$ cat config.mk
export PLATFORM = sky130hd
export DESIGN_NAME = plu_ctrl
export DESIGN_NICKNAME = d
export VERILOG_FILES = /design/src/sv/plu_pkg.sv /design/src/sv/plu_ctrl.sv
export SDC_FILE = /design/constraint.sdc
export NUM_CORES = 1
export LEC_CHECK = 0
export BUFFER_PORTS_ARGS = -buffer_cell sky130_fd_sc_hd__buf_2
export CAP_MARGIN = 20
export CORE_UTILIZATION = 30
export DETAILED_ROUTE_END_ITERATION = 6
export HOLD_SLACK_MARGIN = 0.03
export PLACE_DENSITY = 0.58
export SKIP_LAST_GASP = 1
export SYNTH_ARGS = -nofsm -noshare
export SYNTH_HDL_FRONTEND = slang
export SYNTH_SLANG_ARGS = --single-unit
$ cat constraint.sdc
create_clock -name clk_i -period 5.1 [get_ports clk_i]
set_clock_uncertainty 0.2 [all_clocks]
set_input_delay 1.02 -clock clk_i [delete_from_list [all_inputs] [get_ports clk_i]]
set_output_delay 1.02 -clock clk_i [all_outputs]
set_load 0.005 [all_outputs]
$ cat src/sv/plu_pkg.sv
// ----------------------------------------------------------------------------
// plu_pkg
// shared types and codes of the positional list engine
// ----------------------------------------------------------------------------
package plu_pkg;

  localparam int CMD_W    = 3;
  localparam int POS_W    = 7;
  localparam int STAT_W   = 2;
  localparam int GRP_SIZE = 8;

  typedef enum logic [CMD_W-1:0] {
    CMD_INSERT = 3'd0,
    CMD_REMOVE = 3'd1,
    CMD_GET    = 3'd2,
    CMD_SET    = 3'd3,
    CMD_CLEAR  = 3'd4
  } cmd_e;

  typedef enum logic [STAT_W-1:0] {
    ST_DONE   = 2'd0,
    ST_BADPOS = 2'd1,
    ST_FULL   = 2'd2
  } status_e;

  typedef enum logic [1:0] {
    CO_HOLD   = 2'd0,
    CO_INSERT = 2'd1,
    CO_REMOVE = 2'd2,
    CO_WRITE  = 2'd3
  } cell_op_e;

  typedef struct packed {
    cell_op_e         op;
    logic             rd_en;
    logic [POS_W-1:0] idx;
  } cell_ctl_t;

endpackage

$ cat src/sv/plu_ctrl.sv
// ----------------------------------------------------------------------------
// plu_ctrl
// position checks, entry count and result status
// ----------------------------------------------------------------------------
module plu_ctrl #(
  parameter int DEPTH = 64
) (
  input  logic                        clk_i,
  input  logic                        rst_ni,
  input  logic                        start,
  output logic                        busy,
  input  logic [plu_pkg::CMD_W-1:0]   command_i,
  input  logic [plu_pkg::POS_W-1:0]   position_i,
  output plu_pkg::cell_ctl_t          ctl_o,
  output logic                        done_o,
  output logic [plu_pkg::STAT_W-1:0]  status_o,
  output logic [plu_pkg::POS_W-1:0]   count_o
);
  import plu_pkg::*;

  logic             accept;
  logic             pos_nz, in_range, ins_range, full;
  logic [POS_W-1:0] idx;
  logic [POS_W-1:0] count_d, count_q;
  status_e          status_d, status_q;
  logic             done_q;

  assign busy      = 1'b0;
  assign accept    = start && !busy;
  assign idx       = position_i - POS_W'(1);
  assign pos_nz    = (position_i != '0);
  assign in_range  = pos_nz && (position_i <= count_q);
  assign ins_range = pos_nz && (idx <= count_q);
  assign full      = (count_q == POS_W'(DEPTH));

  always_comb begin
    ctl_o.op    = CO_HOLD;
    ctl_o.rd_en = 1'b0;
    ctl_o.idx   = idx;
    status_d    = ST_DONE;
    count_d     = count_q;
    if (accept) begin
      case (cmd_e'(command_i))
        CMD_INSERT: begin
          if (!ins_range) begin
            status_d = ST_BADPOS;
          end else if (full) begin
            status_d = ST_FULL;
          end else begin
            ctl_o.op = CO_INSERT;
            count_d  = count_q + POS_W'(1);
          end
        end
        CMD_REMOVE: begin
          if (!in_range) begin
            status_d = ST_BADPOS;
          end else begin
            ctl_o.op = CO_REMOVE;
            count_d  = count_q - POS_W'(1);
          end
        end
        CMD_GET: begin
          if (!in_range) begin
            status_d = ST_BADPOS;
          end else begin
            ctl_o.rd_en = 1'b1;
          end
        end
        CMD_SET: begin
          if (!in_range) begin
            status_d = ST_BADPOS;
          end else begin
            ctl_o.op = CO_WRITE;
          end
        end
        CMD_CLEAR: count_d = '0;
        default:   status_d = ST_DONE;
      endcase
    end
  end

  always_ff @(posedge clk_i or negedge rst_ni) begin
    if (!rst_ni) begin
      done_q   <= 1'b0;
      status_q <= ST_DONE;
      count_q  <= '0;
    end else begin
      done_q <= accept;
      if (accept) begin
        status_q <= status_d;
        count_q  <= count_d;
      end
    end
  end

  assign done_o   = done_q;
  assign status_o = status_q;
  assign count_o  = count_q;

endmodule

=== Word level (Yosys, flattened, before mapping) ===
Index checks and enable logic that the tools add are counted.

* Flip-flop bits (word level): 10
* Latch bits: 0
* Memory bits (writable): 0
* Bits in read-only memories: 0
* Bits of input ports: 13
* Output and inout port bits: 21
* Logic and storage cells: 39
* Memories kept: 0

* Add/subtract/negate cells: 3
* Multiply operators: 0
* Divide/modulo/power cells: 0
* Magnitude comparators: 2
* Equality and inequality tests: 8
* Shifts and indexed selects: 0
* Muxes and demuxes: 16
* Bitwise logic cells: 0
* Reductions and logical operators: 7

{| class="wikitable"
|+ Operator list
! kind !! number
|-
| $mux W7 || 3
|-
| $pmux W7 S3 || 1
|-
| $le A7 B7 Y1 || 2
|-
| $sub A7 B1 Y7 const B || 2
|-
| $mux W2 || 4
|-
| $add A7 B1 Y7 const B || 1
|-
| $eq A7 B7 Y1 const B || 1
|-
| $reduce_bool A7 Y1 || 1
|-
| $eq A3 B2 Y1 const B || 2
|-
| $ne A2 B2 Y1 const B || 3
|-
| $pmux W2 S3 || 1
|-
| $mux W1 || 5
|-
| $reduce_and A5 Y1 || 1
|-
| $pmux W2 S2 || 1
|-
| $eq A3 B1 Y1 const B || 1
|-
| $eq A3 B3 Y1 const B || 1
|-
| $logic_not A3 Y1 || 1
|-
| $mux W3 || 1
|-
| $reduce_bool A3 Y1 || 1
|-
| $reduce_or A3 Y1 || 1
|-
| $logic_and A1 B1 Y1 || 2
|}

=== Logic depth before layout (Yosys ltp) ===
* Depth after elaboration: 6
* Mapped depth: 12
* Mapped depth without buffers: 12

=== Worst setup path before layout ===
No wires, ideal clock.

* Kind: in2out
* Start point: input position_i[0] in the netlist's numbering
* End point: output ctl_o[8] in the netlist's numbering
* Arrival: 3.204 ns
* Data required time: 3.880 ns
* Setup slack: 0.676 ns
* Cell stages on the path: 11
* Buffers on the path: 0
* Path through: inv_1 -> ha_1 -> or3b_1 -> nor3_1 -> xor2_1 -> ha_1 -> nand4_1 -> or3_1 -> o21ai_0 -> and3b_1 -> a32o_1

{| class="wikitable"
|+ RTL lines
! item !! line !! source
|-
| start, declared || plu_ctrl.sv:13 || <nowiki>input logic [plu_pkg::POS_W-1:0] position_i,</nowiki>
|-
| end, declared || plu_ctrl.sv:14 || <nowiki>output plu_pkg::cell_ctl_t ctl_o,</nowiki>
|}

==> out/qor.csv <==
stage,metric,value,unit
outcome,status,finished clean,
sta,"Setup violations, final",0,
synthesis,share of the synthesized area in the top cell type,0.2096,
drt,routed wire length per instance,13.10,um
drt,via count,1142,
synthesis,"Seq/Total Area, Yosys",0.2096,
drt,1st-iter DRT viols,41,
power,combinational share of power,0.603,
sta,unrepaired setup endpoints after global routing,no,
sta,Setup TNS,0,ns
cts,Post-CTS Hold Buffers,0,
cells_and_area,fillers,400,
synthesis,post-synthesis cell count,138,
sta,number of slew-limit violations in the final report,0,
power,worst vdd ir,0.2006,mV
cts,CTS tree,done,
sta,Final Hold Fails,0,
cts,# clock sinks,10,
power,Internal Power,316.1,uW
critical_path,Setup crit end,ctl_o[8],
synthesis,ys async rst share,1.000,
critical_path,CP Launch Point,position_i[0],
sta,Least-Margin Pin Slew,0.6714,ns
critical_path,Worst EP required,3.88,ns
synthesis,Commonest cells post-synth,"20 x ha_1, 13 x inv_1, 11 x nand2_1",
synthesis,"Top FF cell, synth",dfrtp_1,
die,I/O pins,34,
synthesis,most numerous cell in the Yosys netlist,ha_1,
critical_path,Reg2Reg Setup Slack,2.48,ns
cells_and_area,fin cells,221,
cells_and_area,Layout area overhead,21.91,%
placed_design,# port buffers,32,
global_route,gr busiest metal,met2,
synthesis,"Net Count, Synth",172,
global_route,pin count of the biggest net entering global routing,12,
sta,fmax,208.1,MHz
die,std cell rows,22,
synthesis,Post-Syn Area,0.001194,mm^2
cts,clock root buffer,clkbuf_8,
critical_path,r2r endpoint,count_o[4],
global_route,initial antenna violation count,0,
sta,clock period minus worst slack,4.806,ns
global_route,routing usage on met3,0.03697,
placed_design,Setup WS pre-CTS,0.3075,ns
critical_path,worst path arrival time,3.59,ns
global_route,vias in the first global route,1145,
synthesis,Ys Warns,0,
power,sw frac,0.4492,
cts,TritonCTS Buffers,3,
critical_path,Reg-to-Reg Start,count_o[6],
synthesis,Avg Synthesized Cell Area,8.650,um^2
cells_and_area,share of layout cells above drive strength 1,0.2601,
die,DIE AREA,0.004235,mm^2
cts,clock tree buffer depth,2,
drt,DRC Markers,0,
power,Seq pwr share,0.261,
drt,WL final,2896,um
sta,final period utilization,0.9423,
power,Leak,0.7170,nW
cts,post_cts resized,0,
die,core area,0.003744,mm^2
synthesis,post-synth top area cell,dfrtp_1,
die,Initial Util,0.3189,
power,Clk pwr share,0.136,
critical_path,"critical path fanouts, max",4,
synthesis,Cell variety after synth,45,
global_route,GRT Total Usage,0.1468,
synthesis,"EDFF count, synth",0,
sta,Slew HR,0.5490,
placed_design,detailed placement HPWL,2426,um
critical_path,CP Launch Type,input port,
global_route,met1 Use GR,0.1870,
global_route,met2 GRT Util,0.2513,
power,sw power,257.8,uW
cts,clk slew on worst S/H paths,0.04,ns
drt,DR vias/cell,5.167,
cts,setup bufs post-CTS,0,
worst_hold_path,worst hold path class,reg -> reg,
critical_path,Worst Reg-to-Reg Cells,8,
cts,"Clk Latency, worst-skew pair",0.23,ns
drt,Pre-antenna DRT Iters,4,
critical_path,crit path kind,in -> out,
job,count of max-cap constraint violations,0,
placed_design,gpl congestion,0.8475,
global_route,Congestion Overflow GR,0,
cells_and_area,antenna diode count,0,
cts,H-tree Lvls,1,
power,PD cells,394.3,mW/mm^2
die,Die Width,65.08,um
synthesis,Synth Register Bits,10,
global_route,first-pass GRT wire length,4912,um
critical_path,Setup crit end kind,output port,
placed_design,Post-Place Cells,218,
synthesis,synth top area cells,"dfrtp_1 21%, ha_1 21%, inv_1 4.1%",
sta,final setup margin,0.2943,ns
die,Die Height,65.08,um
cells_and_area,# nets final,209,
drt,Final ANT Viol Nets,0,
## logic make-up (layout without fill, tap and decap cells)
family,count (synthesis),after routing,share of synthesized area
xor gates and xnor gates,5,5,0.03669
AOI/OAI and AO/OA,33,33,0.2023
and+or+nand+nor,48,48,0.2201
muxes,6,6,0.05451
DFF,10,10,0.2096
buffers and inverters,14,49,0.04717
other,1,1,0.003142
adders and majority gates,21,21,0.2264
## critical path, cell delays in order
cell     delay, ns
buf_2         0.13
inv_1         0.09
ha_1          0.18
or3b_1        0.41
nor3_1        0.21
xor2_1        0.12
ha_1          0.34
nand4_1       0.12
or3_1         0.39
o21ai_0       0.08
and3b_1       0.21
a32o_1        0.16
buf_2         0.11
## placed cells by master, fill, tap and decap left out, types with 2 or more instances in the layout
master	synthesis	routed
nand3b_1	2	2
nor3_1	8	8
o21a_1	2	2
xor2_1	4	4
mux2_2	3	3
nor2_1	7	7
buf_2	0	32
or3b_1	2	2
mux2i_1	2	2
nor2b_1	2	2
dfrtp_1	10	10
nand3_1	5	5
nand4_1	3	3
ha_1	20	20
o21ai_0	5	5
o21bai_1	2	2
a211oi_1	3	3
a21oi_1	8	8
clkbuf_8	0	3
inv_1	13	13
nand2_1	11	11
## power by group through the flow
| stage | clock network [mW] | registers (mW) | logic [mW] |
|---|---|---|---|
| floorplan | 0 | 0.144 | 0.240 |
| global placement | 0 | 0.150 | 0.337 |
| detailed placement | 0 | 0.152 | 0.344 |
| CTS | 0.0817 | 0.150 | 0.347 |
| global route | 0.0880 | 0.156 | 0.396 |
| finish | 0.0778 | 0.150 | 0.346 |
## state kept, by name, indices dropped and copies added (netlist names)
signal,count
status_o,2
done_o,1
count_o,7
## layer usage
metal | vias up | wire length (um) | part of all wire
met1 | 520 | 1372 | 0.47
met3 | 0 | 140 | 0.048
li1 | 583 | - | -
met4 | 0 | 0 | 0
met5 | - | 0 | 0
met2 | 39 | 1382 | 0.48
## metrics by stage
stage	utilization	cell area [um^2]	power, mW	hold WS, ns
after global routing	0.3887	1455	0.6396	0.3445
after detailed placement	0.3777	1414	0.4957	0.3299
after floorplan	-	1194	0.3835	0.3173
final	0.3887	1455	0.5738	0.3351
after CTS	0.3887	1455	0.5796	0.3371
after global placement	0.3777	1414	0.4863	0.3256
## worst min path at each step
stage / startpoint / cells after the start / slack [ns] / to
after floorplan: status_o[1] / 2 / 0.32 / status_o[1]
after global placement: status_o[1] / 2 / 0.33 / status_o[1]
after detailed placement: status_o[1] / 2 / 0.33 / status_o[1]
after CTS: status_o[1] / 2 / 0.34 / status_o[1]
after global routing: status_o[1] / 2 / 0.34 / status_o[1]
final: status_o[1] / 2 / 0.34 / status_o[1]
## final cells by class
cell class / instances / area, um^2 / area share
clock buffer: 3 / 41.29 / 0.02837
inverter: 13 / 48.80 / 0.03353
multi-input combinational: 114 / 887.1 / 0.6096
sequential: 10 / 250.2 / 0.1720
tap: 48 / 60.06 / 0.04127
timing repair buffer: 33 / 167.7 / 0.1152
Power figures use the tool's default switching activity.
