## src/sv/plu_pkg.sv

```systemverilog
// ----------------------------------------------------------------------------
// plu_pkg
// shared types and codes of the positional list engine
// ----------------------------------------------------------------------------
package plu_pkg;

  localparam int CMD_W    = 3;
  localparam int POS_W    = 7;
  localparam int STAT_W   = 2;
  localparam int GRP_SIZE = 8;

  typedef enum logic [CMD_W-1:0] {
    CMD_INSERT = 3'd0,
    CMD_REMOVE = 3'd1,
    CMD_GET    = 3'd2,
    CMD_SET    = 3'd3,
    CMD_CLEAR  = 3'd4
  } cmd_e;

  typedef enum logic [STAT_W-1:0] {
    ST_DONE   = 2'd0,
    ST_BADPOS = 2'd1,
    ST_FULL   = 2'd2
  } status_e;

  typedef enum logic [1:0] {
    CO_HOLD   = 2'd0,
    CO_INSERT = 2'd1,
    CO_REMOVE = 2'd2,
    CO_WRITE  = 2'd3
  } cell_op_e;

  typedef struct packed {
    cell_op_e         op;
    logic             rd_en;
    logic [POS_W-1:0] idx;
  } cell_ctl_t;

endpackage

```

## src/sv/plu_cell.sv

```systemverilog
// ----------------------------------------------------------------------------
// plu_cell
// one list entry; shifts toward its neighbors on insert and remove
// ----------------------------------------------------------------------------
module plu_cell #(
  parameter int IDX        = 0,
  parameter int ITEM_WIDTH = 32
) (
  input  logic                  clk_i,
  input  plu_pkg::cell_ctl_t    ctl_i,
  input  logic [ITEM_WIDTH-1:0] item_i,
  input  logic [ITEM_WIDTH-1:0] left_i,
  input  logic [ITEM_WIDTH-1:0] right_i,
  output logic [ITEM_WIDTH-1:0] data_o,
  output logic [ITEM_WIDTH-1:0] rd_o
);
  import plu_pkg::*;

  localparam logic [POS_W-1:0] MyIdx = POS_W'(IDX);

  logic [ITEM_WIDTH-1:0] data_d, data_q;
  logic                  hit, above;

  assign hit   = (MyIdx == ctl_i.idx);
  assign above = (MyIdx > ctl_i.idx);

  always_comb begin
    data_d = data_q;
    case (ctl_i.op)
      CO_INSERT: begin
        if (above) begin
          data_d = left_i;
        end else if (hit) begin
          data_d = item_i;
        end
      end
      CO_REMOVE: begin
        if (above || hit) begin
          data_d = right_i;
        end
      end
      CO_WRITE: begin
        if (hit) begin
          data_d = item_i;
        end
      end
      default: data_d = data_q;
    endcase
  end

  always_ff @(posedge clk_i) begin
    data_q <= data_d;
  end

  assign data_o = data_q;
  assign rd_o   = (ctl_i.rd_en && hit) ? data_q : '0;

endmodule

```

## config.mk

```make
export PLATFORM = sky130hd
export DESIGN_NAME = plu_cell
export DESIGN_NICKNAME = d
export VERILOG_FILES = /design/src/sv/plu_pkg.sv /design/src/sv/plu_cell.sv
export SDC_FILE = /design/constraint.sdc
export NUM_CORES = 1
export LEC_CHECK = 0
export BUFFER_PORTS_ARGS = -buffer_cell sky130_fd_sc_hd__buf_4
export CORE_MARGIN = 1
export CORE_UTILIZATION = 40
export CTS_BUF_LIST = sky130_fd_sc_hd__clkbuf_8
export DETAILED_ROUTE_END_ITERATION = 12
export GPL_ROUTABILITY_DRIVEN = 0
export PLACE_DENSITY = 0.9
export SLEW_MARGIN = 20
export SYNTH_ARGS = -nofsm -noshare
export SYNTH_HDL_FRONTEND = slang
export SYNTH_SLANG_ARGS = --single-unit
```

## constraint.sdc

```tcl
create_clock -name clk_i -period 2.63 [get_ports clk_i]
set_input_delay 0.263 -clock clk_i [delete_from_list [all_inputs] [get_ports clk_i]]
set_output_delay 0.263 -clock clk_i [all_outputs]
set_load 0.02 [all_outputs]
```

After elaboration in Yosys (flattened, before gate mapping). Index checks and enable logic that the tools add are counted.

Output and inout port bits: 64. Input port bits: 107. Register bits after elaboration: 32. Word-level logic and storage cells: 16.

Reductions and logical operators: 5. Multiplexer cells: 5. $lt $le $gt $ge: 1. Eq/ne operators: 4.

Operators with widths (number): 2-to-1 mux 32 bit (4); one-hot mux 32 bit (3 select lines) (1); greater-than comparator 1 x 7 -> 1 bit, first input constant (1); logical NOT 7 bit (1); equality test 2 bit, second input constant (2); nonzero test 3 bit (1); equality test 2 x 1 -> 1 bit, second input constant (1); != test 2 bit, second input constant (1); AND reduction 2 bit (1); logical AND 1 bit (1); logical OR 1 bit (1).

Depth between registers and ports, before layout. Gate-level depths: netlist of the first run.

Depth in word-level cells: 4. Depth in mapped cells: 5. Mapped depth without buffers: 3.

Worst setup path after synthesis of the first run. OpenSTA, ideal clock, no wires.

Path kind: input port to flip-flop. Start point: in ctl_i[3] (netlist bit). End point: reg data_q[0] (netlist: data_o[0]) (enable). Library setup time: 388 ps. Buffers on the path: 1. Arrival time: 1866 ps. Slack: 376 ps. Data required time: 2242 ps. Stages on the path: 4. Cell sequence: or4_4 -> nor2_4 -> buf_6 -> a21o_1.

Longest elaborated chain between the ends: 4. Elaborated cells between the ends (all ways): 5. Those cells by class: order compare: 1; eq/ne: 1; reduce/logical: 3.

Ends and longest elaborated chain: start: declaration (RTL line plu_cell.sv:10) `input plu_pkg::cell_ctl_t ctl_i,`; greater-than comparator 1 x 7 -> 1 bit / logical NOT 7 bit (equally long branches) (RTL line plu_cell.sv:25, plu_cell.sv:24); logical OR 1 bit (*) (RTL line plu_cell.sv:38) `if (above || hit) begin`; != test 2 bit (no line) (*); AND reduction 2 bit (no line) (*); end signal: assignment (RTL line plu_cell.sv:52) `data_q <= data_d;`; end: declaration (RTL line plu_cell.sv:21) `logic [ITEM_WIDTH-1:0] data_d, data_q;`.

Every way passes the cells marked *; elsewhere a longest branch is shown, timed or not. A chain may end at the register's enable or synchronous reset.

Worst setup path in the final report of the first run.
Start point: in ctl_i[3] (netlist bit). End point: out rd_o[12].

Longest elaborated chain between the ends: 3.

Ends and longest elaborated chain: logical NOT 7 bit (RTL line plu_cell.sv:24) `assign hit = (MyIdx == ctl_i.idx);`; logical AND 1 bit (RTL line plu_cell.sv:56) `assign rd_o = (ctl_i.rd_en && hit) ? data_q : '0;`; 2-to-1 mux 32 bit (RTL line plu_cell.sv:56); end: declaration (RTL line plu_cell.sv:15) `output logic [ITEM_WIDTH-1:0] rd_o`.

No other way between the ends.

==> results of run 1 <==
-- logic make-up after synthesis --
family	share of synthesized area [%]
AO/OA/AOI/OAI	29.21
buffers and inverters	6.490
flip-flops	46.15
AND/OR/NAND/NOR	18.15
-- Yosys cell counts (all sizes together) --
library cell / n
or3: 1
edfxtp: 32
a41oi: 32
nor2: 34
a21oi: 32
a21o: 1
nor4: 1
nor2b: 1
or4: 1
and3: 32
nand2b: 1
buf: 6
o21ai: 32
clkbuf: 22
inv: 1
-- routing by layer --
layer | up-vias | track usage, % | routed length [um]
met2 | 151 | 48.28 | 3827
met1 | 1150 | 31.89 | 2830
met4 | 0 | 7.692 | 79
met3 | 12 | 6.369 | 717
met5 | - | 0 | 0
li1 | 1138 | - | -
-- placed cells by master, fill, tap and decap left out, drive strengths merged --
master,n
or4,1
nor2b,1
or3,1
edfxtp,32
a21o,1
clkinvlp,1
clkbuf,5
a21oi,32
clkinv,1
a41oi,32
buf,146
bufinv,1
nor4,1
nand2b,1
inv,1
and3,32
nor2,34
o21ai,32
-- path summary, 6_finish.rpt --
| check | startpoint | end | slack (ns) | cells past startpoint |
|---|---|---|---|---|
| setup / recovery | ctl_i[3] | rd_o[12] | 0.51 | 6 |
| hold / removal | right_i[27] | data_o[27] | 0.31 | 3 |
| setup reg to reg | data_o[3] | data_o[3] | 1.72 | 2 |
| hold reg to reg | data_o[22] | data_o[22] | 0.68 | 2 |
-- cell type report --
| type | instances | area, um2 | area share [%] |
|---|---|---|---|
| Timing Repair Buffer | 146 | 1096 | 33.67 |
| Multi-Input combinational cell | 168 | 999.7 | 30.71 |
| Sequential cell | 32 | 960.9 | 29.52 |
| Tap cell | 67 | 83.83 | 2.575 |
| Clock buffer | 5 | 68.82 | 2.114 |
| Clock inverter | 3 | 42.54 | 1.307 |
| Inverter | 1 | 3.754 | 0.1153 |
-- critical path, stage by stage --
cell and delay, ns:
buf_4 0.12, or4_4 0.55, nor2_4 0.33, buf_4 0.27
and3_1 0.18, buf_4 0.14
-- power by group through the flow --
stage	logic, mW	clock network, mW	registers, mW
after detailed placement	0.341	0	0.652
final	0.344	0.471	0.642
after floorplan	0.112	0	0.693
after global placement	0.331	0	0.650
after global routing	0.367	0.505	0.646
after CTS	0.341	0.477	0.641
-- metrics by stage --
step	setup slack (ns)	std cells	area, um2
detailed placement	0.4271	414	3144
floorplan	0.3764	229	2082
CTS	0.4964	422	3256
finish	0.5120	422	3256
global route	0.4186	422	3256
global placement	0.4633	414	3144
==> summary.md, run 1 <==
| Metric | Value |
|---|---|
| IO Pins | `around 170` |
| Number of distinct library cell variants in the gate-level netlist after synthesis | `17` |
| Largest driver fanout on the critical path | `18` |
| Sinks on Clock Net | `32` |
| Part of the power in the clock network | `between 30 and 40%` |
| Leftover overflow at the end of global routing | `0` |
| Max Cap Violations | `0` |
| Number of resized instances in the post-cts repair step | `0` |
| CTS tree | `done` |
| Routed vias/inst | `5.808` |
| Clock tree root buffer cell | `clkbuf_8` |
| Layout cell share with drive strength beyond 1 | `~45%` |
| Area of the core region | `approximately 4900 um2` |
| Setup TNS after final layout | `0 ns` |
| Critical Path Start Type | `primary input` |
| Hold slack final | `~0.31 ns` |
| Chip height | `~74 um` |
| Hold-fix buffer count after cts | `0` |
| Leading area contributor after synthesis | `edfxtp_1` |
| Clock insertion delay at the later pin of the skew report | `roughly 0.28 ns` |
| Final Cycle Share | `between 80% and 90%` |
| Part of the total power dissipated in sequential elements | `44.1%` |
| Via count of the routed design | `about 2.5k` |
| Leakage dissipation | `approximately 1.5 nW` |
| Antenna violations before repair | `0` |
| Category of the critical setup timing path | `in -> out` |
| Fraction of power spent switching nets | `27.53%` |
| Cell row count | `25` |
| H-tree Lvls | `2` |
| Synthesized area divided by synthesized cell count | `around 9 um2` |
| GRT Resource Usage Total | `approximately 27%` |
| Via count of the first global-routing pass | `roughly 2.3k` |
| Power density cells | `around 450 nW/um2` |
| Number of fillers in the final layout | `~450` |
| Data arrival time of the critical path | `1.86 ns` |
| NumNets Final | `461` |
| Longest Clk Path Bufs | `2` |
| Share of the synthesized area in the top cell type | `between 40% and 50%` |
| Critical Path Sink Type | `output port` |
| First-iteration detailed-routing DRC count | `between 150 and 200` |
| Final Max Tran Viols | `0` |
| Floorplan die area | `~5500 um2` |
| Overall Power | `between 1 and 1.5 mW` |
| Nets in the synthesized netlist | `336` |
| Die width | `between 70 and 80 um` |
| Mapped Area | `between 2000 and 2500 um2` |
| Pin count of the biggest net entering global routing | `33` |
| Number of buffers added for setup after CTS | `0` |
| Area added between synthesis and finish | `56.37%` |
| Hold Fails Final Rpt | `0` |
| Half-perimeter wire length after placement | `4.994 mm` |
| Synth area leaders | `edfxtp_1 (46%), a41oi_1 (13%), and3_1 (9.6%)` |
| Clock skew | `0 ns` |
| Peak supply drop | `just over 0.3 mV` |
| Post-Syn Instances | `between 200 and 250` |
| Internal Dissipation | `roughly 1.1 mW` |
| Required time of the worst setup path | `about 2.4 ns` |
| Aggregate routed wire length | `about 7.5 mm` |
| Final worst path period need | `roughly 2.1 ns` |
| Relative slew slack | `between 30% and 40%` |
| Number of iterations in the first detailed-routing pass | `5` |
| Number of synthesis warnings | `0` |
| Share of power burned in combinational logic | `a little under a quarter` |
| FF+latch count, synth | `32` |
| Initial Utilization | `around 43%` |
| Path type of the worst min-delay path | `in -> reg` |
| Count of input and output buffers | `about 140` |
| Run status | `finished clean` |
| Util after Layout | `roughly two thirds` |
| Num CTS Buffers | `5` |
| Least-Margin Pin Slew | `approximately 1.0 ns` |
| Timing-limited maximum frequency | `~470 MHz` |
| Post-detailed-route DRC marker count | `0` |
| Max FFs per register | `32` |
| First-pass GRT wire length | `around 11 mm` |
| Post-synthesis sequential area ratio | `46.15%` |
| Endpoints failing setup | `0` |
| Final routed wire length divided by cell count | `between 15 and 20 um` |
| Unrepaired setup endpoints after global routing | `false` |
| Switching power | `400.9 uW` |
| Clock input transition at the sequential cells of the worst setup and hold paths | `0.07 ns` |
| Antenna violation net count after detailed routing | `0` |
| Antenna diodes | `0` |
Note: power is estimated with default switching activity, not from simulation.
==> run 2, diff against run 1 <==
- ABC_AREA: not set -> 1
- CORE_UTILIZATION: 40 -> 37
- PLACE_DENSITY: 0.9 -> 0.86
- clock period: 2.63 -> 1.7 ns (I/O delays scaled with it)
==> summary.md, run 2 <==
| Metric | Value |
|---|---|
| Setup TNS after final layout | `0 ns (unchanged)` |
| Max Cap Violations | `0 (unchanged)` |
| Longest Clk Path Bufs | `2 (unchanged)` |
| Final worst path period need | `around 1.3 ns` |
| Category of the critical setup timing path | `in -> out` |
| Final Max Tran Viols | `0 (unchanged)` |
| Number of iterations in the first detailed-routing pass | `4 (-1)` |
| Antenna diodes | `0 (unchanged)` |
| Number of buffers added for setup after CTS | `0 (unchanged)` |
| Mapped Area | `2246 um2 (+7.9%)` |
| Dominant register cell in the synthesized netlist | `edfxtp_1` |
| Required time of the worst setup path | `1.53 ns (-0.84 ns)` |
| Fraction of the mapped netlist area in compound gates | `7.521% (-22 points)` |
| Unrepaired setup endpoints after global routing | `false` |
| Antenna violation net count after detailed routing | `0 (unchanged)` |
| Synth area leaders | `edfxtp_1 (43%), nand3_1 (14%), inv_1 (11%)` |
| Async set or reset register ratio after synthesis | `0% (unchanged)` |
| Util after Layout | `58.48% (-8.2 points)` |
| Via count of the first global-routing pass | `2,414 (+6.6%)` |
| Chip height | `79.91 um (+7.8%)` |
| Layout cell share with drive strength beyond 1 | `35.50% (-9.3 points)` |
| Synthesized area divided by synthesized cell count | `6.910 um2 (-24%)` |
| Top library cells by usage in the layout, fill and taps aside | `buf_4 (149), inv_1 (69), nand2_1 (65)` |
| Largest driver fanout on the critical path | `16 (-2)` |
| Dpl cells | `529 (+28%)` |
| Leftover overflow at the end of global routing | `0 (unchanged)` |
| Clock insertion delay at the later pin of the skew report | `0.28 ns (about the same)` |
| Power density cells | `609.8 nW/um2 (+36%)` |
| Run status | `finished clean` |
| Clock skew | `0 ns (unchanged)` |
| Floorplan die area | `6386 um2 (+16%)` |
| IO Pins | `171 (unchanged)` |
| GRT Resource Usage Total | `21.96% (-4.9 points)` |
| Die width | `79.91 um (+7.8%)` |
| Routed vias/inst | `4.808 (-17%)` |
| Number of distinct library cell variants in the gate-level netlist after synthesis | `18 (+1)` |
| Clock input transition at the sequential cells of the worst setup and hold paths | `0.06 ns (about the same)` |
| Timing-limited maximum frequency | `a little under 800 MHz` |
| Placed instance area | `3362 um2 (+6.9%)` |
| Pin count of the biggest net entering global routing | `33 (unchanged)` |
| Area added between synthesis and finish | `53.26%` |
| Data arrival time of the critical path | `1.12 ns (-0.74 ns)` |
| Post-route cell area | `3442 um2 (+5.7%)` |
| Leading area contributor after synthesis | `edfxtp_1` |
| Peak supply drop | `0.3119 mV (+1.1%)` |
| Post-detailed-route DRC marker count | `0 (unchanged)` |
| Num CTS Buffers | `5 (unchanged)` |
| Final Cycle Share | `around three quarters` |
| NumNets Final | `568 (+23%)` |
| Synth Area in Adders | `0% (unchanged)` |
| Post-synthesis sequential area ratio | `42.79% (-3.4 points)` |
| Area of the core region | `5886 um2 (+21%)` |
| Via count of the routed design | `2,582 (+5.3%)` |
| FF+latch count, synth | `32 (unchanged)` |
| Count of input and output buffers | `138 (unchanged)` |
| Simple-Gate Fraction of Synth Area | `32.76% (+15 points)` |
| Most frequent cells after synthesis | `inv_1 (67), nand2_1 (65), nand3_1 (64)` |
| Path type of the worst min-delay path | `in -> reg` |
| Number of synthesis warnings | `0 (unchanged)` |
| Finished Layout Cells | `537 (+27%)` |
| Relative slew slack | `75.07% (+43 points)` |
| Least-Margin Pin Slew | `0.3739 ns (-0.6456 ns)` |
| Cell row count | `28 (+12%)` |
| Leakage dissipation | `1.862 nW (+26%)` |
| Parity-gate share of the synthesized area counting xor and xnor cells | `0% (unchanged)` |
| Critical Path Start Type | `primary input` |
| Number of synthesized flops with an enable pin | `32 (unchanged)` |
| First-iteration detailed-routing DRC count | `114 (-36%)` |
| Share of the synthesized area in the top cell type | `42.79% (-3.4 points)` |
| Initial Utilization | `38.16% (-4.5 points)` |
| Combinational family with the most area after synthesis | `simple AND/OR/NAND/NOR gates` |
| Post-Syn Instances | `325 (+42%)` |
| Max FFs per register | `32 (unchanged)` |
| Sequential cell area | `960.9 um2 (unchanged)` |
| Nets in the synthesized netlist | `432 (+29%)` |
| Number of resized instances in the post-cts repair step | `0 (unchanged)` |
| Hold-fix buffer count after cts | `0 (unchanged)` |
| Sinks on Clock Net | `32 (unchanged)` |
| Final routed wire length divided by cell count | `13.17 um (-25%)` |
| Cell with the most instances after synthesis | `inv_1` |
| First-pass GRT wire length | `10.81 mm (-2.5%)` |
| Endpoints failing setup | `0 (unchanged)` |
| Half-perimeter wire length after placement | `5.101 mm (+2.1%)` |
| Area of combinational cells with multiple inputs | `904.6 um2 (-9.5%)` |
| Aggregate routed wire length | `7.072 mm (-5.1%)` |
| Number of fillers in the final layout | `562 (+26%)` |
| Mux cell area share after synthesis | `0% (unchanged)` |
| Most common cell after layout, fill and taps aside | `buf_4` |
| H-tree Lvls | `2 (unchanged)` |
| Hold Fails Final Rpt | `0 (unchanged)` |
| Antenna violations before repair | `0 (unchanged)` |
| Clock tree root buffer cell | `clkbuf_8` |
| Critical Path Sink Type | `output port` |
| CTS tree | `done` |
[run 2: changes by cell type in the layout (fill, tap and decap cells not counted), moves of 3 or more]
cell / before / now
nand3_1: 0 / 64
o21ai_0: 32 / 2
nor2_1: 32 / 35
a41oi_1: 32 / 0
nand2_1: 0 / 65
inv_1: 1 / 69
a21oi_1: 32 / 0
and3_1: 32 / 0
o21ai_1: 0 / 30
buf_4: 146 / 149
[run 2: layout make-up]
type                       count  share of cell area (%)
sequential                    32                   27.92
clock buffer                   5                   1.999
tap                           75                   2.726
clock inverter                 3                  0.3272
multi-input combinational    202                   26.28
inverter                      70                   7.670
timing repair buffer         150                   33.08
[run 2: routing by layer]
layer | vias to the layer above | global-route usage (%) | part of all wire, %
li1 | 1289 | - | -
met1 | 1161 | 24.38 | 40
met2 | 122 | 41.37 | 52
met3 | 10 | 4.686 | 6.9
met4 | 0 | 6.607 | 1.0
met5 | - | 0 | 0
[run 2: worst paths after layout]
| kind | from | to | slack [ns] | cells after the start |
|---|---|---|---|---|
| max | ctl_i[1] | rd_o[15] | 0.41 | 8 |
| min | right_i[9] | data_o[9] | 0.16 | 3 |
| max reg2reg | data_o[20] | data_o[20] | 0.73 | 4 |
| min reg2reg | data_o[17] | data_o[17] | 0.68 | 4 |
[run 2: metrics by stage]
step	worst slack, ns	hold WS (ns)	power, mW
after floorplan	0.1405	0.3559	1.284
after global placement	0.3029	0.4411	1.558
after detailed placement	0.2915	0.4429	1.575
after CTS	0.3940	0.1463	2.123
after global routing	0.3007	0.1535	2.213
final	0.4119	0.1598	2.099
[run 2: power by group]
| group | switching, mW | internal, mW | total (mW) |
|---|---|---|---|
| sequential | 0.0329 | 0.953 | 0.986 |
| clock | 0.269 | 0.273 | 0.542 |
| combinational | 0.307 | 0.265 | 0.571 |
| total | 0.609 | 1.49 | 2.10 |
[run 2: worst max-delay path, stage by stage]
cell and delay, ns:
buf_4 0.11, nor2_1 0.14, nand2_2 0.09, clkinv_2 0.08, nand3_2 0.06, buf_4 0.20
nor2_1 0.12, buf_4 0.15
[run 2: cells by family (layout without fill, tap and decap cells)]
logic type / after synthesis / count (layout)
buf+inv: 91 / 228
flops: 32 / 32
simple gates: 169 / 169
compound gates: 33 / 33
